$ cat src/rtl/base64_stream_encoder_defines.svh
// Assertion macros used by the encoder's job queue.
`ifndef BASE64_STREAM_ENCODER_DEFINES_SVH
`define BASE64_STREAM_ENCODER_DEFINES_SVH

// Same-cycle implication, checked outside reset.
`define B64E_ASSERT_NOW(label, clk, rst_n, ante, cons, msg) \
    label: assert property (@(posedge clk) disable iff (!rst_n) (ante) |-> (cons)) \
        else $error(msg);

// Next-cycle implication, checked outside reset.
`define B64E_ASSERT_NEXT(label, clk, rst_n, ante, cons, msg) \
    label: assert property (@(posedge clk) disable iff (!rst_n) (ante) |=> (cons)) \
        else $error(msg);

`endif

$ cat src/rtl/b64e_pkg.sv
// Types, constants and the alphabet function for the Base64 encoder.
package b64e_pkg;

    localparam int unsigned B64E_QUEUE_DEPTH = 4;
    localparam logic [7:0]  PAD_CHAR         = 8'h3D;

    typedef struct packed {
        logic [7:0] data_byte;
        logic       end_marker;
    } t_in_word;

    typedef struct packed {
        logic [7:0] out_char;
        logic       char_valid;
        logic       message_end;
        logic       run_last;
    } t_out_word;

    typedef enum logic [1:0] {
        PH_0 = 2'd0,
        PH_1 = 2'd1,
        PH_2 = 2'd2
    } t_phase;

    // One decoded item: up to three characters for the back end.
    typedef struct packed {
        logic [2:0][7:0] chars;
        logic [1:0]      last_idx;
        logic            char_valid;
        logic            is_end;
    } t_job;

    // A-Z a-z 0-9 + /
    function automatic logic [7:0] b64_sym(input logic [5:0] idx);
        logic [7:0] v;
        v = {2'b00, idx};
        if (v < 8'd26) begin
            return 8'h41 + v;
        end else if (v < 8'd52) begin
            return 8'h61 + (v - 8'd26);
        end else if (v < 8'd62) begin
            return 8'h30 + (v - 8'd52);
        end else if (v == 8'd62) begin
            return 8'h2B;
        end else begin
            return 8'h2F;
        end
    endfunction

endpackage

$ cat src/rtl/base64_stream_encoder.sv
// Streaming Base64 encoder top level: front end, job queue and character back end.
//
// Encodes a byte stream into padded Base64 (A-Z a-z 0-9 + /, '=' pad), one
// input word per byte plus an end-marker word that flushes and pads the
// message. The front end takes one input word per cycle while the job queue
// (QUEUE_DEPTH entries, 2 or more) has room; the back end writes one character
// per cycle into the output register unless the output is stalled. A byte
// gives one character, a byte that closes a group of three gives two, and an
// end marker gives one to three (an empty end word when no bits are left
// over), each word flagged run_last on the last character of its item.
// Sustained rate is set by that single character per cycle at the output,
// with bursts of up to QUEUE_DEPTH items absorbed while the output is stalled.
// Accepted words pass through the job queue into the output register.
module base64_stream_encoder
    import b64e_pkg::*;
#(
    parameter int unsigned QUEUE_DEPTH = B64E_QUEUE_DEPTH
)
(
    input  logic      i_clk,
    input  logic      i_rst_n,
    input  logic      i_in_valid,
    input  t_in_word  i_in_word,
    output logic      o_in_stall,
    output logic      o_out_valid,
    output t_out_word o_out_word,
    input  logic      i_out_stall
);

    logic push, pop, full, q_valid;
    t_job front_job, head_job;

    // classify the word, advance phase/carry, build the character job
    b64e_front u_front (
        .i_clk   (i_clk),
        .i_rst_n (i_rst_n),
        .i_valid (i_in_valid),
        .i_word  (i_in_word),
        .i_full  (full),
        .o_stall (o_in_stall),
        .o_push  (push),
        .o_job   (front_job)
    );

    // decouples input acceptance from output stalls
    b64e_queue #(
        .DEPTH (QUEUE_DEPTH)
    ) u_queue (
        .i_clk   (i_clk),
        .i_rst_n (i_rst_n),
        .i_push  (push),
        .i_job   (front_job),
        .i_pop   (pop),
        .o_full  (full),
        .o_valid (q_valid),
        .o_job   (head_job)
    );

    // one character word per cycle while the output is not stalled
    b64e_back u_back (
        .i_clk       (i_clk),
        .i_rst_n     (i_rst_n),
        .i_job_valid (q_valid),
        .i_job       (head_job),
        .o_pop       (pop),
        .o_valid     (o_out_valid),
        .o_word      (o_out_word),
        .i_stall     (i_out_stall)
    );

endmodule

$ cat src/rtl/b64e_front.sv
// Front end: takes input words, tracks group phase and leftover bits, builds jobs.
module b64e_front
    import b64e_pkg::*;
(
    input  logic     i_clk,
    input  logic     i_rst_n,
    input  logic     i_valid,
    input  t_in_word i_word,
    input  logic     i_full,
    output logic     o_stall,
    output logic     o_push,
    output t_job     o_job
);

    t_phase     r_phase, n_phase;
    logic [5:0] r_carry, n_carry;
    logic       accept;
    logic [7:0] b;

    assign o_stall = i_full;
    assign accept  = i_valid && !i_full;
    assign o_push  = accept;
    assign b       = i_word.data_byte;

    always_ff @(posedge i_clk) begin
        if (!i_rst_n) begin
            r_phase <= PH_0;
            r_carry <= 6'd0;
        end else if (accept) begin
            r_phase <= n_phase;
            r_carry <= n_carry;
        end
    end

    always_comb begin
        n_phase          = PH_0;
        n_carry          = 6'd0;
        o_job.chars      = '0;
        o_job.last_idx   = 2'd0;
        o_job.char_valid = 1'b1;
        o_job.is_end     = i_word.end_marker;
        if (i_word.end_marker) begin
            case (r_phase)
                PH_1: begin
                    o_job.chars[0] = b64_sym(r_carry);
                    o_job.chars[1] = PAD_CHAR;
                    o_job.chars[2] = PAD_CHAR;
                    o_job.last_idx = 2'd2;
                end
                PH_2: begin
                    o_job.chars[0] = b64_sym(r_carry);
                    o_job.chars[1] = PAD_CHAR;
                    o_job.last_idx = 2'd1;
                end
                default: begin
                    // nothing left over: one empty end word
                    o_job.char_valid = 1'b0;
                end
            endcase
        end else begin
            case (r_phase)
                PH_1: begin
                    o_job.chars[0] = b64_sym(r_carry | {2'b00, b[7:4]});
                    n_carry        = {b[3:0], 2'b00};
                    n_phase        = PH_2;
                end
                PH_2: begin
                    o_job.chars[0] = b64_sym(r_carry | {4'b0000, b[7:6]});
                    o_job.chars[1] = b64_sym(b[5:0]);
                    o_job.last_idx = 2'd1;
                end
                default: begin
                    o_job.chars[0] = b64_sym(b[7:2]);
                    n_carry        = {b[1:0], 4'b0000};
                    n_phase        = PH_1;
                end
            endcase
        end
    end

endmodule

$ cat src/rtl/b64e_queue.sv
// Small job FIFO between the front and back ends.
module b64e_queue
    import b64e_pkg::*;
#(
    parameter int unsigned DEPTH = B64E_QUEUE_DEPTH
)
(
    input  logic i_clk,
    input  logic i_rst_n,
    input  logic i_push,
    input  t_job i_job,
    input  logic i_pop,
    output logic o_full,
    output logic o_valid,
    output t_job o_job
);

`include "base64_stream_encoder_defines.svh"

    localparam int unsigned AW = (DEPTH > 1) ? $clog2(DEPTH) : 1;
    localparam int unsigned CW = $clog2(DEPTH + 1);
    localparam logic [AW-1:0] LAST_PTR = AW'(DEPTH - 1);
    localparam logic [CW-1:0] FULL_CNT = CW'(DEPTH);

    t_job          r_mem [DEPTH];
    logic [AW-1:0] r_wr_ptr, r_rd_ptr;
    logic [CW-1:0] r_count;

    assign o_full  = (r_count == FULL_CNT);
    assign o_valid = (r_count != '0);
    assign o_job   = r_mem[r_rd_ptr];

    always_ff @(posedge i_clk) begin
        if (i_push) begin
            r_mem[r_wr_ptr] <= i_job;
        end
    end

    always_ff @(posedge i_clk) begin
        if (!i_rst_n) begin
            r_wr_ptr <= '0;
            r_rd_ptr <= '0;
            r_count  <= '0;
        end else begin
            if (i_push) begin
                r_wr_ptr <= (r_wr_ptr == LAST_PTR) ? '0 : r_wr_ptr + 1'b1;
            end
            if (i_pop) begin
                r_rd_ptr <= (r_rd_ptr == LAST_PTR) ? '0 : r_rd_ptr + 1'b1;
            end
            case ({i_push, i_pop})
                2'b10:   r_count <= r_count + 1'b1;
                2'b01:   r_count <= r_count - 1'b1;
                default: r_count <= r_count;
            endcase
        end
    end

    `B64E_ASSERT_NOW(a_cnt_bound, i_clk, i_rst_n, 1'b1, r_count <= FULL_CNT, "queue overfill")
    `B64E_ASSERT_NOW(a_no_push_full, i_clk, i_rst_n, o_full, !i_push, "push into full queue")
    `B64E_ASSERT_NOW(a_no_pop_empty, i_clk, i_rst_n, i_pop, o_valid, "pop from empty queue")
    `B64E_ASSERT_NEXT(a_cnt_up, i_clk, i_rst_n, i_push && !i_pop,
        r_count == $past(r_count) + 1'b1, "count did not rise on push")

endmodule

$ cat src/rtl/b64e_back.sv
// Back end: one character per unstalled cycle from the head job into the output register.
module b64e_back
    import b64e_pkg::*;
(
    input  logic      i_clk,
    input  logic      i_rst_n,
    input  logic      i_job_valid,
    input  t_job      i_job,
    output logic      o_pop,
    output logic      o_valid,
    output t_out_word o_word,
    input  logic      i_stall
);

    logic [1:0] r_sub;
    logic       r_valid;
    t_out_word  r_word;
    logic       load, emit, last;

    assign load   = !r_valid || !i_stall;
    assign emit   = load && i_job_valid;
    assign last   = (r_sub == i_job.last_idx);
    assign o_pop  = emit && last;
    assign o_valid = r_valid;
    assign o_word  = r_word;

    always_ff @(posedge i_clk) begin
        if (!i_rst_n) begin
            r_valid <= 1'b0;
            r_sub   <= 2'd0;
        end else if (load) begin
            r_valid <= i_job_valid;
            if (emit) begin
                r_sub <= last ? 2'd0 : r_sub + 2'd1;
            end
        end
    end

    always_ff @(posedge i_clk) begin
        if (emit) begin
            r_word.out_char    <= i_job.chars[r_sub];
            r_word.char_valid  <= i_job.char_valid;
            r_word.message_end <= i_job.is_end && last;
            r_word.run_last    <= last;
        end
    end

endmodule

$ cat config.mk
export PLATFORM = sky130hd
export DESIGN_NAME = base64_stream_encoder
export DESIGN_NICKNAME = d
export VERILOG_FILES = /design/src/rtl/b64e_pkg.sv /design/src/rtl/base64_stream_encoder.sv /design/src/rtl/b64e_front.sv /design/src/rtl/b64e_queue.sv /design/src/rtl/b64e_back.sv
export VERILOG_INCLUDE_DIRS = /design/src /design/src/rtl
export SDC_FILE = /design/constraint.sdc
export NUM_CORES = 1
export LEC_CHECK = 0
export ABC_AREA = 1
export BUFFER_PORTS_ARGS = -buffer_cell sky130_fd_sc_hd__buf_2
export CORE_MARGIN = 10
export CORE_UTILIZATION = 62
export CTS_CLUSTER_DIAMETER = 60
export CTS_CLUSTER_SIZE = 16
export DETAILED_ROUTE_END_ITERATION = 16
export GPL_ROUTABILITY_DRIVEN = 0
export PLACE_DENSITY_LB_ADDON = 0.08
export SLEW_MARGIN = 20
export SYNTH_ARGS = -nofsm -noshare
export SYNTH_HDL_FRONTEND = slang
export SYNTH_SLANG_ARGS = --single-unit
$ cat constraint.sdc
create_clock -name i_clk -period 6.1 [get_ports i_clk]
set_input_delay 1.525 -clock i_clk [delete_from_list [all_inputs] [get_ports i_clk]]
set_output_delay 1.525 -clock i_clk [all_outputs]
set_load 0.01 [all_outputs]
==> After elaboration in Yosys (flattened, before gate mapping) <==
Memory sizes are Yosys's and may differ from the RTL's. A register that Yosys moved wholly into a read port is not among the register bits.
Cells that the tools add are included.
{ "totals": {"mem_bits_ro": 0, "elab_cells": 128, "n_memories": 1, "mem_bits_rw": 104, "latchBits": 0, "regBits": 29, "inputBits": 13} }
{ "op_classes": {"n_reduce_logical": 12, "n_bitwise": 2, "addsub": 30, "magnitude_cmp": 16, "n_eq_ne": 13, "muxes": 43, "mul": 0, "shifts": 0, "n_div": 0} }
{ "memory_table": {"columns": ["memory", "depth", "width", "rd", "rd_ports_with_merged_regs", "write_ports", "line_no", "rtl"], "rows": [
  ["u_queue.r_mem", 4, 26, 1, 1, 1, "b64e_queue.sv:25", "t_job r_mem [DEPTH];"]
]} }
{ "ops": {"columns": ["op", "count"], "rows": [
  ["$mux 8", 17],
  ["$lt 6x6->1 const B", 10],
  ["$add 6x8->8 const A", 5],
  ["$add 7x6->8 const A", 5],
  ["$add 7x8->8 const A", 5],
  ["$sub 6x5->7 const B", 5],
  ["$sub 6x6->7 const B", 5],
  ["$pmux 16 s2", 1],
  ["$eq 6x6->1 const B", 5],
  ["$lt 6x5->1 const B", 5],
  ["$mux 18", 1],
  ["$mux 6", 3],
  ["$bmux 8 s2", 1],
  ["$pmux 8 s2", 1],
  ["$mux 3", 5],
  ["$mux 2", 6],
  ["$pmux 6 s2", 1],
  ["$eq 2x2->1 const B", 4],
  ["$add 2x1->2 const B", 3],
  ["$or 6x2->6", 1],
  ["$or 6x4->6", 1],
  ["$pmux 3 s2", 1],
  ["$mux 1", 5],
  ["$eq 2x1->1 const B", 2],
  ["13 further kinds", 18]
]} }

==> Longest topological paths before layout <==
Gate-level depths: netlist of the first run.
{ "logic_depth": {"ltp_word": 8, "mapped_depth": 15, "mapped_depth_nobuf": 14} }

==> By module <==
A second synthesis of the first run with hierarchy kept.
{ "hier_totals": {"cells_unflattened": 915, "area_unflattened_um2": 8189.1} }
{ "modules_own_cells": {"columns": ["module", "n_inst", "area_each_um2", "cells_per_inst", "seq_area_each_um2"], "rows": [
  ["b64e_queue", 1, 4621.9, 332, 3543.4],
  ["b64e_front", 1, 2842.7, 504, 120.1],
  ["b64e_back", 1, 724.4, 79, 390.4]
]} }

==> Least setup slack after synthesis of the first run <==
OpenSTA, ideal clock, no wires.
{ "synth_path": {"path_type": "input port to flip-flop", "from": "input port i_out_stall", "to": "register u_queue.r_count[2]", "setup_ns": 0.122, "slack_ns": 2.195, "t_required_ns": 5.978, "cell_stages": 12, "arrival_ns": 3.783, "cell_sequence": "nand2_1 inv_1 a31oi_1 inv_1 nor2_4 ha_1 inv_1 fa_1 a21oi_1 o21ai_0 o21ai_0 a21oi_1"} }
{ "synth_between": {"elab_chain_cells": 6} }
{ "synth_lines": {"columns": ["item", "line_no", "rtl"], "rows": [
  ["start, declared", "base64_stream_encoder.sv:27", "input logic i_out_stall"],
  ["$logic_not 1->1 (*)", "b64e_back.sv:20", "assign load = !r_valid || !i_stall;"],
  ["$logic_or 1x1->1 (*)", "b64e_back.sv:20", null],
  ["$logic_and 1x1->1 (*)", "b64e_back.sv:21", "assign emit = load && i_job_valid;"],
  ["named net u_back.emit", "b64e_back.sv:18", "logic load, emit, last;"],
  ["$logic_and 1x1->1 (*)", "b64e_back.sv:23", "assign o_pop = emit && last;"],
  ["named net pop", "base64_stream_encoder.sv:30", "logic push, pop, full, q_valid;"],
  ["$eq 2x1->1 or $eq 2x2->1 (tied branches)", "b64e_queue.sv:51", "case ({i_push, i_pop})"],
  ["$pmux 3 s2 or $reduce_bool 2->1 (tied branches)", null, null],
  ["end signal, assigned", "b64e_queue.sv:52", "2'b10: r_count <= r_count + 1'b1;"],
  ["end signal, assigned", "b64e_queue.sv:53", "2'b01: r_count <= r_count - 1'b1;"],
  ["end signal, assigned", "b64e_queue.sv:54", "default: r_count <= r_count;"],
  ["end, declared", "b64e_queue.sv:27", "logic [CW-1:0] r_count;"]
]} }
The timed path passes the listed nets; every way through them passes the cells marked *.
A chain may end at the register's enable or synchronous reset.

==> results of run 1 <==
## worst min path at each step
stage                       start                  to  cells after the start
5_1_grt        u_queue.r_count[2]  u_queue.r_count[2]                      2
3_5_place_dp   u_queue.r_count[2]  u_queue.r_count[2]                      2
3_3_place_gp   u_queue.r_count[2]  u_queue.r_count[2]                      2
2_1_floorplan  u_queue.r_count[2]  u_queue.r_count[2]                      2
4_1_cts        u_queue.r_count[2]  u_queue.r_count[2]                      2
6_report       u_queue.r_count[2]  u_queue.r_count[2]                      2
## critical path, cell delays in order
cell and delay (ns):
sky130_fd_sc_hd__buf_2 0.26, sky130_fd_sc_hd__inv_1 0.20, sky130_fd_sc_hd__ha_1 0.25, sky130_fd_sc_hd__o21ai_1 0.59
sky130_fd_sc_hd__inv_2 0.14, sky130_fd_sc_hd__a21oi_1 0.18, sky130_fd_sc_hd__o21ai_0 0.10, sky130_fd_sc_hd__a22oi_1 0.15
sky130_fd_sc_hd__nand2_1 0.12
## per-layer routing
layer | GRT usage, % | vias to the layer above
met5 | 0 | -
met4 | 9.62 | 0
met3 | 4.14 | 49
met2 | 35.3 | 272
met1 | 26.6 | 2678
li1 | - | 2831
## power by group through the flow
stage | clock network (mW) | logic [mW] | registers, mW
floorplan | 0 | 0.521 | 1.10
global placement | 0 | 0.740 | 1.09
detailed placement | 0 | 0.763 | 1.09
CTS | 1.06 | 0.774 | 1.08
global route | 1.10 | 0.875 | 1.09
finish | 1.05 | 0.776 | 1.08
## layout by cell type, fill, tap and decap left out, drive strengths merged, types with 8 or more instances in the layout
cell type,count
nand3,48
clkinv,9
a21oi,35
o22ai,11
o211ai,11
edfxtp,95
nand2,167
o21ai,95
xor2,19
inv,85
nor2,94
buf,31
ha,42
a31oi,14
clkbuf,18
nor3,8
dfxtp,18
## registers in the layout, indices dropped and copies added (netlist names), named ones only
name and flops:
u_queue.r_wr_ptr 2, u_back.r_sub 2, u_queue.r_count 3, u_queue.r_rd_ptr 2, u_queue.r_mem 84, u_back.o_word 11, u_back.o_valid 1, u_front.r_carry 4
u_front.r_phase 2
## through the flow
| step | hold WS [ns] | area (um^2) | total power [mW] | utilization [%] |
|---|---|---|---|---|
| floorplan | 0.464 | 6900 | 1.62 | - |
| global placement | 0.483 | 7100 | 1.83 | 65.2 |
| detailed placement | 0.489 | 7110 | 1.86 | 65.3 |
| CTS | 0.497 | 7750 | 2.91 | 71.1 |
| global route | 0.541 | 7750 | 3.07 | 71.1 |
| finish | 0.500 | 7750 | 2.91 | 71.1 |
## cell families (layout without fill, tap and decap cells)
| logic type | count (synthesis) | in the layout |
|---|---|---|
| XOR/XNOR | 22 | 22 |
| AND/OR/NAND/NOR | 327 | 327 |
| AO/OA/AOI/OAI | 188 | 188 |
| flip-flops | 113 | 113 |
| buffers and inverters | 117 | 150 |
| adder cells (fa/ha/maj) | 43 | 43 |
## cell type report
type                    count  area (um^2)
repair buffers             31          170
clock inverters            14          218
inverters                  87          327
well taps                 140          175
fillers                   808         3140
flip-flops and latches    113         3210
clock buffers              18          418
multi-input cells         580         3230
==> flow_summary.html, run 1 <==
<table>
<tr><th>Metric</th><th>Value</th></tr>
<tr><th colspan="2">Placed design</th></tr>
<tr><td>Port Buffer Count</td><td>25</td></tr>
<tr><td>Estimated wirelength of the detail-placed design</td><td>11.5 mm</td></tr>
<tr><td>Placed insts</td><td>951</td></tr>
<tr><td>Placement-stage worst setup slack</td><td>between 2 and 2.5 ns</td></tr>
<tr><th colspan="2">Die</th></tr>
<tr><td>Top-level I/O count</td><td>26</td></tr>
<tr><td>Initial core utilization</td><td>63.4%</td></tr>
<tr><td>Die Wd</td><td>126 um</td></tr>
<tr><td>Placeable core region</td><td>10900 um^2</td></tr>
<tr><td>Overall die height</td><td>126 um</td></tr>
<tr><td>Total die area</td><td>around 16000 um^2</td></tr>
<tr><td>Count of standard-cell rows</td><td>38</td></tr>
<tr><th colspan="2">STA</th></tr>
<tr><td>Maximum clock frequency</td><td>0.307 GHz</td></tr>
<tr><td>Worst Clk Skew</td><td>0.00493 ns</td></tr>
<tr><td>Post-layout min period</td><td>3.26 ns</td></tr>
<tr><td>Fin worst setup slack</td><td>2.84 ns</td></tr>
<tr><td>Share of the clock period used by the worst path</td><td>a little over half</td></tr>
<tr><td>Worst relative slew slack</td><td>51.7%</td></tr>
<tr><td>Setup TNS</td><td>0 ns</td></tr>
<tr><td>Final Hold Vio Count</td><td>0</td></tr>
<tr><td>Unrepaired setup endpoints after global routing</td><td>no</td></tr>
<tr><td>Final count of pins violating max slew</td><td>0</td></tr>
<tr><td>Worst-Margin Slew</td><td>0.720 ns</td></tr>
<tr><td>Final setup violation count</td><td>0</td></tr>
<tr><th colspan="2">Power and ir drop</th></tr>
<tr><td>Proportion of power drawn by the clock network</td><td>a little over a third</td></tr>
<tr><td>Gate power share</td><td>26.7%</td></tr>
<tr><td>Register share of total power</td><td>between 30% and 40%</td></tr>
<tr><td>Ratio of total power to cell area</td><td>375 nW/um^2</td></tr>
<tr><td>Switching power share of the total</td><td>31.2%</td></tr>
<tr><td>Maximum ir drop on the vdd rail</td><td>slightly above 0.3 mV</td></tr>
<tr><td>Switching power total</td><td>0.906 mW</td></tr>
<tr><td>Internal cell power</td><td>~2 mW</td></tr>
<tr><td>Leak</td><td>approximately 3.3 nW</td></tr>
<tr><th colspan="2">Synth</th></tr>
<tr><td>Flop and latch count out of synthesis</td><td>between 100 and 150</td></tr>
<tr><td>Adder-cell area share of the yosys netlist</td><td>7.90%</td></tr>
<tr><td>Yosys top cell by area</td><td>sky130_fd_sc_hd__edfxtp_1</td></tr>
<tr><td>Post-synthesis net count</td><td>866</td></tr>
<tr><td>Number of instances in the synthesized netlist</td><td>810</td></tr>
<tr><td>Top post-synthesis cells by count</td><td>sky130_fd_sc_hd__nand2_1, sky130_fd_sc_hd__edfxtp_1, sky130_fd_sc_hd__o21ai_0, sky130_fd_sc_hd__nor2_1, sky130_fd_sc_hd__inv_1</td></tr>
<tr><td>Proportion of synthesized chip area in sequential cells</td><td>between 40% and 50%</td></tr>
<tr><td>Multiplexer share of the synthesized area</td><td>0%</td></tr>
<tr><td>EDFF count, synth</td><td>95</td></tr>
<tr><td>Netlist area before placement</td><td>6900 um^2</td></tr>
<tr><td>Synth warnings</td><td>0</td></tr>
<tr><td>Area share of xor/xnor cells in the synthesized design</td><td>2.79%</td></tr>
<tr><td>Simple-gate portion of the synthesized area</td><td>20.2%</td></tr>
<tr><td>Complex-gate fraction of the synthesized area</td><td>15.5%</td></tr>
<tr><td>Area share of the largest cell type after synthesis</td><td>41.3%</td></tr>
<tr><td>Synthesized area per cell</td><td>8.52 um^2</td></tr>
<tr><td>Post-synthesis async set-or-reset flop share</td><td>0%</td></tr>
<tr><td>Count of distinct cell types in the synthesized netlist</td><td>40</td></tr>
<tr><td>Cells taking the most area after synthesis</td><td>sky130_fd_sc_hd__edfxtp_1, sky130_fd_sc_hd__nand2_1, sky130_fd_sc_hd__ha_1, sky130_fd_sc_hd__o21ai_0, sky130_fd_sc_hd__dfxtp_1</td></tr>
<tr><td>Combinational family with the most area after synthesis</td><td>simple AND/OR/NAND/NOR gates</td></tr>
<tr><td>Top_reg_cell synth</td><td>sky130_fd_sc_hd__edfxtp_1</td></tr>
<tr><td>Most common cell in the synthesized netlist</td><td>sky130_fd_sc_hd__nand2_1</td></tr>
<tr><th colspan="2">Setup path</th></tr>
<tr><td>Type of the setup path with the least slack</td><td>in -&gt; reg</td></tr>
<tr><td>Startpoint type of the worst setup path</td><td>input pin</td></tr>
<tr><td>Capturing point of the worst reg2reg path</td><td>u_queue.r_count[2]</td></tr>
<tr><td>Worst reg2reg setup slack</td><td>2.91 ns</td></tr>
<tr><td>Top fanout value on the critical path</td><td>12</td></tr>
<tr><td>Launch point of the worst path</td><td>i_in_word[5]</td></tr>
<tr><td>Arrival time at the worst endpoint</td><td>between 3 and 4 ns</td></tr>
<tr><td>Worst Reg2Reg Path Length in Cells</td><td>16</td></tr>
<tr><td>End point of the critical path</td><td>u_queue.r_mem[2][8]</td></tr>
<tr><td>Kind of end point of the critical path</td><td>register</td></tr>
<tr><td>Data required time at the worst endpoint</td><td>6.35 ns</td></tr>
<tr><th colspan="2">Global routing</th></tr>
<tr><td>Number of global-route vias before repair</td><td>5710</td></tr>
<tr><td>Global-route total usage across every layer</td><td>21.4%</td></tr>
<tr><td>Global-route wire length before repair</td><td>around 28 mm</td></tr>
<tr><td>Antenna violations before repair</td><td>0</td></tr>
<tr><td>Final global-route overflow total</td><td>0</td></tr>
<tr><td>Maximum number of pins on one net before global-route repair</td><td>44</td></tr>
<tr><th colspan="2">Finish</th></tr>
<tr><td>Proportion of layout cells with a drive suffix above 1</td><td>10.9%</td></tr>
<tr><td>Number of nets in the layout</td><td>886</td></tr>
<tr><td>Area Growth Syn to Fin</td><td>12.2%</td></tr>
<tr><td>Antenna Cells</td><td>0</td></tr>
<tr><td>Final Instance Count excl. Fillers</td><td>983</td></tr>
<tr><th colspan="2">Clock network</th></tr>
<tr><td>Post-CTS setup repair buffer count</td><td>0</td></tr>
<tr><td>Count of cells resized by post-cts repair</td><td>0</td></tr>
<tr><td>Buffer levels on the longest clock path</td><td>2</td></tr>
<tr><td>Clock root buffer</td><td>sky130_fd_sc_hd__clkbuf_8</td></tr>
<tr><td>Num CTS Buffers</td><td>17</td></tr>
<tr><td>CTS Hold Buffers Added</td><td>0</td></tr>
<tr><td>Clock slew at the register clock pins of the worst setup and hold paths</td><td>roughly 0.05 ns</td></tr>
<tr><td>H-tree levels</td><td>4</td></tr>
<tr><td>CTS tree</td><td>yes</td></tr>
<tr><td>Worst-skew pair later-pin latency</td><td>0.52 ns</td></tr>
<tr><td>Total clock sinks</td><td>113</td></tr>
<tr><th colspan="2">Detailed routing</th></tr>
<tr><td>Topmost layer with routed signal wires</td><td>met4</td></tr>
<tr><td>Detailed-route wire length per cell</td><td>approximately 17 um</td></tr>
<tr><td>Met1 wire length</td><td>6.88 mm</td></tr>
<tr><td>Total wire length after detailed routing</td><td>16.8 mm</td></tr>
<tr><td>Final ANT Viol Nets</td><td>0</td></tr>
<tr><td>Total number of vias</td><td>5830</td></tr>
<tr><td>DRC violations left</td><td>0</td></tr>
<tr><td>Detail Route met2 WL</td><td>8.23 mm</td></tr>
<tr><td>Number of optimization iterations in the first detailed-route pass</td><td>6</td></tr>
<tr><td>Met3 layer wire length in the routed design</td><td>about 1.2 mm</td></tr>
<tr><td>Detailed Route Iter0 Violations</td><td>678</td></tr>
<tr><td>Routed vias/inst</td><td>5.93</td></tr>
<tr><th colspan="2">Job</th></tr>
<tr><td>Max_cap viols</td><td>0</td></tr>
<tr><th colspan="2">Worst hold path</th></tr>
<tr><td>Hold/Removal Path Class</td><td>reg -&gt; reg</td></tr>
<tr><th colspan="2">Status</th></tr>
<tr><td>Run status</td><td>complete, no violations</td></tr>
</table>
Power figures use the tool's default switching activity.
==> inputs of run 2 (changes only) <==
==> constraint.sdc (replaced) <==
create_clock -name i_clk -period 3.1 [get_ports i_clk]
set_input_delay 0.775 -clock i_clk [delete_from_list [all_inputs] [get_ports i_clk]]
set_output_delay 0.775 -clock i_clk [all_outputs]
set_load 0.01 [all_outputs]
==> run 2 against run 1 <==
Design area up 0.52%. Sequential cell count unchanged. Critical path depth up 5. Hold slack better by 0.025 ns. Register-to-register slack worse by 2.4 ns. Sequential share of layout area down 0.21 points. Non-clock buffer count up 12. Global-route usage up 0.35 points. Cell count up 1.2%. First-iteration DRC count up 6.0%. Count of clock-buffer cells in the layout up 1. Critical path type is now reg -> reg.
==> flow_summary.html, run 2 (synthesis results as in run 1) <==
<table>
<tr><th>Metric</th><th>Value</th></tr>
<tr><th colspan="2">STA</th></tr>
<tr><td>Maximum clock frequency</td><td>0.381 GHz</td></tr>
<tr><td>Worst relative slew slack</td><td>60.9% (+9.2 points)</td></tr>
<tr><td>Setup TNS</td><td>0 ns (unchanged)</td></tr>
<tr><td>Unrepaired setup endpoints after global routing</td><td>no</td></tr>
<tr><td>Post-layout min period</td><td>2.62 ns</td></tr>
<tr><td>Worst-Margin Slew</td><td>0.586 ns (-0.134 ns)</td></tr>
<tr><td>Final setup violation count</td><td>0 (unchanged)</td></tr>
<tr><td>Worst Clk Skew</td><td>0.00943 ns (+0.00449 ns)</td></tr>
<tr><td>Final Hold Vio Count</td><td>0 (unchanged)</td></tr>
<tr><td>WHS</td><td>0.525 ns (+0.0252 ns)</td></tr>
<tr><td>Share of the clock period used by the worst path</td><td>between 80% and 90%</td></tr>
<tr><td>Final count of pins violating max slew</td><td>0 (unchanged)</td></tr>
<tr><th colspan="2">Status</th></tr>
<tr><td>Run status</td><td>complete, no violations</td></tr>
<tr><th colspan="2">Global routing</th></tr>
<tr><td>Met3 demand-to-capacity share in global routing</td><td>5.07% (+0.93 points)</td></tr>
<tr><td>Antenna violations before repair</td><td>0 (unchanged)</td></tr>
<tr><td>Final global-route overflow total</td><td>0 (unchanged)</td></tr>
<tr><td>Maximum number of pins on one net before global-route repair</td><td>33 (-25%)</td></tr>
<tr><td>Global routing's busiest layer</td><td>met2</td></tr>
<tr><td>Met2 layer usage reported by global route</td><td>37.6% (+2.3 points)</td></tr>
<tr><td>Fraction of met1 tracks used by global routing</td><td>24.8% (-1.8 points)</td></tr>
<tr><td>Global-route total usage across every layer</td><td>21.7% (+0.35 points)</td></tr>
<tr><td>Global-route wire length before repair</td><td>28.2 mm (+1.1%)</td></tr>
<tr><td>Number of global-route vias before repair</td><td>5878 (+2.9%)</td></tr>
<tr><th colspan="2">Setup path</th></tr>
<tr><td>Kind of end point of the critical path</td><td>register</td></tr>
<tr><td>Arrival time at the worst endpoint</td><td>3.03 ns (-0.48 ns)</td></tr>
<tr><td>Top fanout value on the critical path</td><td>11 (-1)</td></tr>
<tr><td>Worst reg2reg setup slack</td><td>0.48 ns (-2.43 ns)</td></tr>
<tr><td>Type of the setup path with the least slack</td><td>reg -&gt; reg</td></tr>
<tr><td>Startpoint type of the worst setup path</td><td>register</td></tr>
<tr><td>Data required time at the worst endpoint</td><td>3.50 ns (-2.85 ns)</td></tr>
<tr><th colspan="2">Job</th></tr>
<tr><td>Max_cap viols</td><td>0 (unchanged)</td></tr>
<tr><th colspan="2">Finish</th></tr>
<tr><td>Number of nets in the layout</td><td>898 (+1.4%)</td></tr>
<tr><td>Leading cell type in the layout, fill and taps excluded</td><td>sky130_fd_sc_hd__nand2_1</td></tr>
<tr><td>Area Growth Syn to Fin</td><td>12.8%</td></tr>
<tr><td>Reg with most FFs</td><td>u_queue.r_mem</td></tr>
<tr><td>Flip-flop count of the largest register after layout</td><td>84 (unchanged)</td></tr>
<tr><td>Antenna Cells</td><td>0 (unchanged)</td></tr>
<tr><td>Commonest cells after routing, fill and taps aside</td><td>sky130_fd_sc_hd__nand2_1, sky130_fd_sc_hd__edfxtp_1, sky130_fd_sc_hd__o21ai_0, sky130_fd_sc_hd__nor2_1, sky130_fd_sc_hd__inv_1</td></tr>
<tr><td>Final Instance Count excl. Fillers</td><td>995 (+1.2%)</td></tr>
<tr><td>Final non-filler cell area</td><td>7790 um^2 (+0.52%)</td></tr>
<tr><td>Proportion of layout cells with a drive suffix above 1</td><td>12.3% (+1.4 points)</td></tr>
<tr><th colspan="2">Placed design</th></tr>
<tr><td>Port Buffer Count</td><td>25 (unchanged)</td></tr>
<tr><td>Placed insts</td><td>963 (+1.3%)</td></tr>
<tr><td>Estimated wirelength of the detail-placed design</td><td>12.1 mm (+5.2%)</td></tr>
<tr><td>Area after detailed placement</td><td>7200 um^2 (+1.2%)</td></tr>
<tr><th colspan="2">Power and ir drop</th></tr>
<tr><td>Switching power total</td><td>1.81 mW (+100%)</td></tr>
<tr><td>Register share of total power</td><td>37.7% (+0.6 points)</td></tr>
<tr><td>Proportion of power drawn by the clock network</td><td>34.1% (-2.1 points)</td></tr>
<tr><td>Total power consumption of the routed design</td><td>5.62 mW (+93%)</td></tr>
<tr><td>Maximum ir drop on the vdd rail</td><td>0.535 mV (+72%)</td></tr>
<tr><td>Switching power share of the total</td><td>32.2% (+1.1 points)</td></tr>
<tr><td>Internal cell power</td><td>3.81 mW (+90%)</td></tr>
<tr><td>Gate power share</td><td>28.1% (+1.4 points)</td></tr>
<tr><td>Leak</td><td>3.29 nW (+1.2%)</td></tr>
<tr><td>Ratio of total power to cell area</td><td>721 nW/um^2 (+92%)</td></tr>
<tr><th colspan="2">Clock network</th></tr>
<tr><td>Total clock sinks</td><td>113 (unchanged)</td></tr>
<tr><td>Clock slew at the register clock pins of the worst setup and hold paths</td><td>0.05 ns (about the same)</td></tr>
<tr><td>Num CTS Buffers</td><td>17 (unchanged)</td></tr>
<tr><td>Post-CTS setup repair buffer count</td><td>0 (unchanged)</td></tr>
<tr><td>CTS tree</td><td>yes</td></tr>
<tr><td>H-tree levels</td><td>4 (unchanged)</td></tr>
<tr><td>Worst-skew pair later-pin latency</td><td>0.52 ns (about the same)</td></tr>
<tr><td>CTS Hold Buffers Added</td><td>0 (unchanged)</td></tr>
<tr><td>Count of cells resized by post-cts repair</td><td>0 (unchanged)</td></tr>
<tr><td>Clock root buffer</td><td>sky130_fd_sc_hd__clkbuf_8</td></tr>
<tr><td>Buffer levels on the longest clock path</td><td>2 (unchanged)</td></tr>
<tr><th colspan="2">Detailed routing</th></tr>
<tr><td>Number of optimization iterations in the first detailed-route pass</td><td>6 (unchanged)</td></tr>
<tr><td>Total number of vias</td><td>6028 (+3.4%)</td></tr>
<tr><td>Detailed-route wire length per cell</td><td>17.5 um (+2.2%)</td></tr>
<tr><td>DRC violations left</td><td>0 (unchanged)</td></tr>
<tr><td>Total wire length after detailed routing</td><td>17.4 mm (+3.4%)</td></tr>
<tr><td>Routed vias/inst</td><td>6.06 (+2.1%)</td></tr>
<tr><td>Final ANT Viol Nets</td><td>0 (unchanged)</td></tr>
<tr><td>Detailed Route Iter0 Violations</td><td>719 (+6.0%)</td></tr>
<tr><th colspan="2">Die</th></tr>
<tr><td>Count of standard-cell rows</td><td>38 (unchanged)</td></tr>
<tr><td>Die Wd</td><td>126 um (unchanged)</td></tr>
<tr><td>Total die area</td><td>15800 um^2 (unchanged)</td></tr>
<tr><td>Top-level I/O count</td><td>26 (unchanged)</td></tr>
<tr><td>Overall die height</td><td>126 um (unchanged)</td></tr>
<tr><td>Placeable core region</td><td>10900 um^2 (unchanged)</td></tr>
<tr><td>Initial core utilization</td><td>63.4% (unchanged)</td></tr>
<tr><th colspan="2">Worst hold path</th></tr>
<tr><td>Hold/Removal Path Class</td><td>reg -&gt; reg</td></tr>
</table>
## run 2: changes by cell type in the layout (fill, tap and decap cells not counted)
cell / before / now
sky130_fd_sc_hd__clkbuf_1: 1 / 2
sky130_fd_sc_hd__a31oi_2: 0 / 1
sky130_fd_sc_hd__buf_4: 6 / 18
sky130_fd_sc_hd__a31oi_1: 14 / 13
sky130_fd_sc_hd__clkinv_1: 6 / 5
sky130_fd_sc_hd__nor2_2: 2 / 4
sky130_fd_sc_hd__bufinv_16: 6 / 4
sky130_fd_sc_hd__nor2_4: 7 / 5
sky130_fd_sc_hd__clkinv_4: 0 / 1
sky130_fd_sc_hd__clkinv_2: 3 / 4
## run 2: metrics by stage
step | setup WS [ns] | util (%)
after floorplan | 0.236 | -
after global placement | 0.335 | 66.1
after detailed placement | 0.263 | 66.1
after CTS | 0.487 | 71.5
after global routing | 0.216 | 71.5
final | 0.477 | 71.5
## run 2: layout make-up
type	count	area, um^2
clock inverters	13	168
fillers	806	3100
flip-flops and latches	113	3210
clock buffers	19	422
well taps	140	175
repair buffers	43	260
multi-input cells	580	3220
inverters	87	327
## run 2: worst paths after layout
kind | startpoint | end | cells after the start
min | u_queue.r_count[1] | u_queue.r_count[1] | 2
max | register | u_queue.r_count[2] | 14
max reg2reg | register | u_queue.r_count[2] | 14
min reg2reg | u_queue.r_count[1] | u_queue.r_count[1] | 2
## run 2: per-layer routing
metal  share of wire [%]  up-vias  wire [um]
li1                    -     2858          -
met1                  38     2778       6660
met2                  49      339       8570
met3                 9.1       53       1580
met4                 3.3        0        570
met5                   0        -          0
## run 2: worst max-delay path: stages, from the launching register on
cell	delay [ns]
sky130_fd_sc_hd__dfxtp_1	0.40
sky130_fd_sc_hd__inv_1	0.21
sky130_fd_sc_hd__nand2_1	0.10
sky130_fd_sc_hd__nand3_1	0.07
sky130_fd_sc_hd__nand2_1	0.10
sky130_fd_sc_hd__xor2_1	0.16
sky130_fd_sc_hd__nand2_1	0.15
sky130_fd_sc_hd__nor2_4	0.18
sky130_fd_sc_hd__ha_1	0.17
sky130_fd_sc_hd__inv_1	0.07
sky130_fd_sc_hd__fa_1	0.44
sky130_fd_sc_hd__a21oi_1	0.14
sky130_fd_sc_hd__o21ai_0	0.12
sky130_fd_sc_hd__o21ai_0	0.16
sky130_fd_sc_hd__a21oi_1	0.05
## run 2: power by group through the flow
| stage | Combinational [mW] | Clock (mW) | Sequential (mW) |
|---|---|---|---|
| 6_report | 1.58 | 1.92 | 2.12 |
| 5_1_grt | 1.76 | 2.02 | 2.14 |
| 4_1_cts | 1.57 | 1.93 | 2.12 |
| 3_5_place_dp | 1.55 | 0 | 2.15 |
| 3_3_place_gp | 1.50 | 0 | 2.14 |
| 2_1_floorplan | 1.03 | 0 | 2.16 |
==> inputs of run 3 (changes only) <==
==> constraint.sdc (replaced) <==
create_clock -name i_clk -period 2.7 [get_ports i_clk]
set_input_delay 0.675 -clock i_clk [delete_from_list [all_inputs] [get_ports i_clk]]
set_output_delay 0.675 -clock i_clk [all_outputs]
set_load 0.01 [all_outputs]
==> run 3 against run 2 <==
Highest routed layer unchanged. Non-clock buffer count increased by 17. Design area increased by 1.3%. Via count decreased by 0.27%. Total power increased by 13%. Utilization increased by 0.93 points. Wire length increased by 1.9%. Sequential power increased by 14%. Count of clock-buffer cells in the layout increased by 5. Setup slack got worse by 0.25 ns.
==> flow_summary.html, run 3 (synthesis results as in run 1) <==
<table>
<tr><th>Metric</th><th>Value</th></tr>
<tr><th colspan="2">Setup path</th></tr>
<tr><td>Worst reg2reg setup slack</td><td>0.23 ns (-0.25 ns)</td></tr>
<tr><td>Kind of end point of the critical path</td><td>register</td></tr>
<tr><td>Startpoint type of the worst setup path</td><td>register</td></tr>
<tr><td>Capturing point of the worst reg2reg path</td><td>u_queue.r_count[2]</td></tr>
<tr><td>Type of the setup path with the least slack</td><td>reg -&gt; reg</td></tr>
<tr><td>Arrival time at the worst endpoint</td><td>2.88 ns (-0.15 ns)</td></tr>
<tr><td>Data required time at the worst endpoint</td><td>3.10 ns (-0.40 ns)</td></tr>
<tr><td>Worst Reg2Reg Path Length in Cells</td><td>13 (-1)</td></tr>
<tr><td>Top fanout value on the critical path</td><td>8 (-3)</td></tr>
<tr><th colspan="2">Worst hold path</th></tr>
<tr><td>Worst Hold Launch</td><td>i_rst_n</td></tr>
<tr><td>Hold/Removal Path Class</td><td>in -&gt; reg</td></tr>
<tr><td>WHS Path Cells</td><td>3 (+1)</td></tr>
<tr><td>Endpoint with the worst hold slack</td><td>u_back.r_sub[1]</td></tr>
<tr><th colspan="2">Finish</th></tr>
<tr><td>Seq. cell area</td><td>3220 um^2 (+0.12%)</td></tr>
<tr><td>Area Growth Syn to Fin</td><td>14.2%</td></tr>
<tr><td>Reg with most FFs</td><td>u_queue.r_mem</td></tr>
<tr><td>Final non-filler cell area</td><td>7890 um^2 (+1.3%)</td></tr>
<tr><td>Total area of multi-input combinational cells</td><td>3230 um^2 (+0.35%)</td></tr>
<tr><td>Final Instance Count excl. Fillers</td><td>1012 (+1.7%)</td></tr>
<tr><td>Leading cell type in the layout, fill and taps excluded</td><td>sky130_fd_sc_hd__nand2_1</td></tr>
<tr><td>Filler instances</td><td>850 (+5.5%)</td></tr>
<tr><td>Final Util</td><td>72.4% (+0.93 points)</td></tr>
<tr><td>Antenna Cells</td><td>0 (unchanged)</td></tr>
<tr><td>Proportion of layout cells with a drive suffix above 1</td><td>14.1% (+1.8 points)</td></tr>
<tr><td>Flip-flop count of the largest register after layout</td><td>84 (unchanged)</td></tr>
<tr><td>Number of nets in the layout</td><td>915 (+1.9%)</td></tr>
<tr><td>Commonest cells after routing, fill and taps aside</td><td>sky130_fd_sc_hd__nand2_1, sky130_fd_sc_hd__edfxtp_1, sky130_fd_sc_hd__o21ai_0, sky130_fd_sc_hd__nor2_1, sky130_fd_sc_hd__inv_1</td></tr>
<tr><th colspan="2">Global routing</th></tr>
<tr><td>Maximum number of pins on one net before global-route repair</td><td>37 (+12%)</td></tr>
<tr><td>Global-route wire length before repair</td><td>28.4 mm (+0.51%)</td></tr>
<tr><td>Number of global-route vias before repair</td><td>5964 (+1.5%)</td></tr>
<tr><td>Global-route total usage across every layer</td><td>21.9% (+0.17 points)</td></tr>
<tr><td>Antenna violations before repair</td><td>0 (unchanged)</td></tr>
<tr><td>Final global-route overflow total</td><td>0 (unchanged)</td></tr>
<tr><th colspan="2">Clock network</th></tr>
<tr><td>H-tree levels</td><td>4 (unchanged)</td></tr>
<tr><td>Total clock sinks</td><td>113 (unchanged)</td></tr>
<tr><td>Clock root buffer</td><td>sky130_fd_sc_hd__clkbuf_8</td></tr>
<tr><td>Buffer levels on the longest clock path</td><td>2 (unchanged)</td></tr>
<tr><td>Worst-skew pair later-pin latency</td><td>0.52 ns (about the same)</td></tr>
<tr><td>Clock slew at the register clock pins of the worst setup and hold paths</td><td>0.05 ns (about the same)</td></tr>
<tr><td>CTS Hold Buffers Added</td><td>0 (unchanged)</td></tr>
<tr><td>CTS tree</td><td>yes</td></tr>
<tr><td>Post-CTS setup repair buffer count</td><td>0 (unchanged)</td></tr>
<tr><td>Num CTS Buffers</td><td>17 (unchanged)</td></tr>
<tr><th colspan="2">Detailed routing</th></tr>
<tr><td>Detailed Route Iter0 Violations</td><td>545 (-24%)</td></tr>
<tr><td>Final ANT Viol Nets</td><td>0 (unchanged)</td></tr>
<tr><td>Total wire length after detailed routing</td><td>17.7 mm (+1.9%)</td></tr>
<tr><td>Routed vias/inst</td><td>5.94 (-1.9%)</td></tr>
<tr><td>DRC violations left</td><td>0 (unchanged)</td></tr>
<tr><td>Detailed-route wire length per cell</td><td>17.5 um (+0.17%)</td></tr>
<tr><td>Number of optimization iterations in the first detailed-route pass</td><td>5 (-1)</td></tr>
<tr><td>Total number of vias</td><td>6012 (-0.27%)</td></tr>
<tr><th colspan="2">STA</th></tr>
<tr><td>Worst-Margin Slew</td><td>0.538 ns (-0.0482 ns)</td></tr>
<tr><td>Setup TNS</td><td>0 ns (unchanged)</td></tr>
<tr><td>Final setup violation count</td><td>0 (unchanged)</td></tr>
<tr><td>Final Hold Vio Count</td><td>0 (unchanged)</td></tr>
<tr><td>Share of the clock period used by the worst path</td><td>91.6% (+7.0 points)</td></tr>
<tr><td>WHS</td><td>0.517 ns (-0.00779 ns)</td></tr>
<tr><td>Maximum clock frequency</td><td>0.404 GHz (+6.0%)</td></tr>
<tr><td>Worst Clk Skew</td><td>0.00665 ns (-0.00278 ns)</td></tr>
<tr><td>Final count of pins violating max slew</td><td>0 (unchanged)</td></tr>
<tr><td>Unrepaired setup endpoints after global routing</td><td>no</td></tr>
<tr><td>Fin worst setup slack</td><td>0.226 ns (-0.251 ns)</td></tr>
<tr><td>Worst relative slew slack</td><td>63.9% (+3.0 points)</td></tr>
<tr><td>Post-layout min period</td><td>2.47 ns (-0.149 ns)</td></tr>
<tr><th colspan="2">Die</th></tr>
<tr><td>Total die area</td><td>15800 um^2 (unchanged)</td></tr>
<tr><td>Overall die height</td><td>126 um (unchanged)</td></tr>
<tr><td>Die Wd</td><td>126 um (unchanged)</td></tr>
<tr><td>Placeable core region</td><td>10900 um^2 (unchanged)</td></tr>
<tr><td>Count of standard-cell rows</td><td>38 (unchanged)</td></tr>
<tr><td>Top-level I/O count</td><td>26 (unchanged)</td></tr>
<tr><td>Initial core utilization</td><td>63.4% (unchanged)</td></tr>
<tr><th colspan="2">Status</th></tr>
<tr><td>Run status</td><td>complete, no violations</td></tr>
<tr><th colspan="2">Job</th></tr>
<tr><td>Max_cap viols</td><td>0 (unchanged)</td></tr>
<tr><th colspan="2">Power and ir drop</th></tr>
<tr><td>Maximum ir drop on the vdd rail</td><td>0.636 mV (+19%)</td></tr>
<tr><td>Ratio of total power to cell area</td><td>807 nW/um^2 (+12%)</td></tr>
<tr><td>Total power consumption of the routed design</td><td>6.36 mW (+13%)</td></tr>
<tr><td>Leak</td><td>3.36 nW (+2.0%)</td></tr>
<tr><th colspan="2">Placed design</th></tr>
<tr><td>Port Buffer Count</td><td>25 (unchanged)</td></tr>
<tr><td>Placement-stage worst setup slack</td><td>0.0746 ns (-0.188 ns)</td></tr>
<tr><td>Estimated wirelength of the detail-placed design</td><td>12.4 mm (+2.1%)</td></tr>
<tr><td>Area after detailed placement</td><td>7330 um^2 (+1.9%)</td></tr>
<tr><td>Placed insts</td><td>980 (+1.8%)</td></tr>
</table>
[run 3: cell types whose count changed in the layout (fill, tap and decap cells not counted), sizes merged]
cell and delta:
bufinv -2, clkinvlp -1, buf +17, clkbuf +5
clkinv -2
[run 3: layout make-up]
class | count | share of cell area, %
tap | 140 | 2.22
multi-input combinational | 580 | 41.0
clock buffer | 24 | 5.84
sequential | 113 | 40.8
inverter | 87 | 4.14
clock inverter | 8 | 1.11
timing repair buffer | 60 | 4.92
[run 3: worst max path at each step]
stage	end	cells after the start	slack [ns]
after floorplan	u_queue.r_mem[0][18]	13	0.01
after global placement	u_queue.r_mem[3][18]	13	0.15
after detailed placement	u_queue.r_mem[3][18]	13	0.07
after CTS	u_queue.r_count[2]	14	0.09
after global routing	u_queue.r_count[2]	14	0.01
final	u_queue.r_count[2]	13	0.23
[run 3: layer usage]
metal / vias to the layer above / track usage, % / part of all wire, %
met5: - / 0 / 0
met4: 0 / 11.8 / 3.6
met3: 56 / 4.39 / 5.6
met2: 231 / 38.0 / 51
met1: 2848 / 24.8 / 40
li1: 2877 / - / -
[run 3: where the power goes]
| part | internal [mW] | switching, mW |
|---|---|---|
| clock | 1.34 | 0.692 |
| combinational | 0.628 | 1.28 |
| sequential | 2.31 | 0.110 |
| total | 4.28 | 2.08 |
[run 3: timing repair]
item                                    CTS  global route
gates resized for setup                   0             4
endpoints found under the hold margin     0             0
endpoints found under the setup margin    0             1
[run 3: worst max-delay path, cell delays in order, from the launching register on]
cell	delay, ns
sky130_fd_sc_hd__dfxtp_1	0.35
sky130_fd_sc_hd__buf_4	0.18
sky130_fd_sc_hd__nand3_1	0.10
sky130_fd_sc_hd__nand2_1	0.08
sky130_fd_sc_hd__xor2_1	0.20
sky130_fd_sc_hd__nand2_2	0.13
sky130_fd_sc_hd__nor2_4	0.16
sky130_fd_sc_hd__ha_1	0.16
sky130_fd_sc_hd__inv_1	0.07
sky130_fd_sc_hd__fa_1	0.43
sky130_fd_sc_hd__a21oi_1	0.14
sky130_fd_sc_hd__o21ai_0	0.12
sky130_fd_sc_hd__o21ai_0	0.19
sky130_fd_sc_hd__a21oi_1	0.06
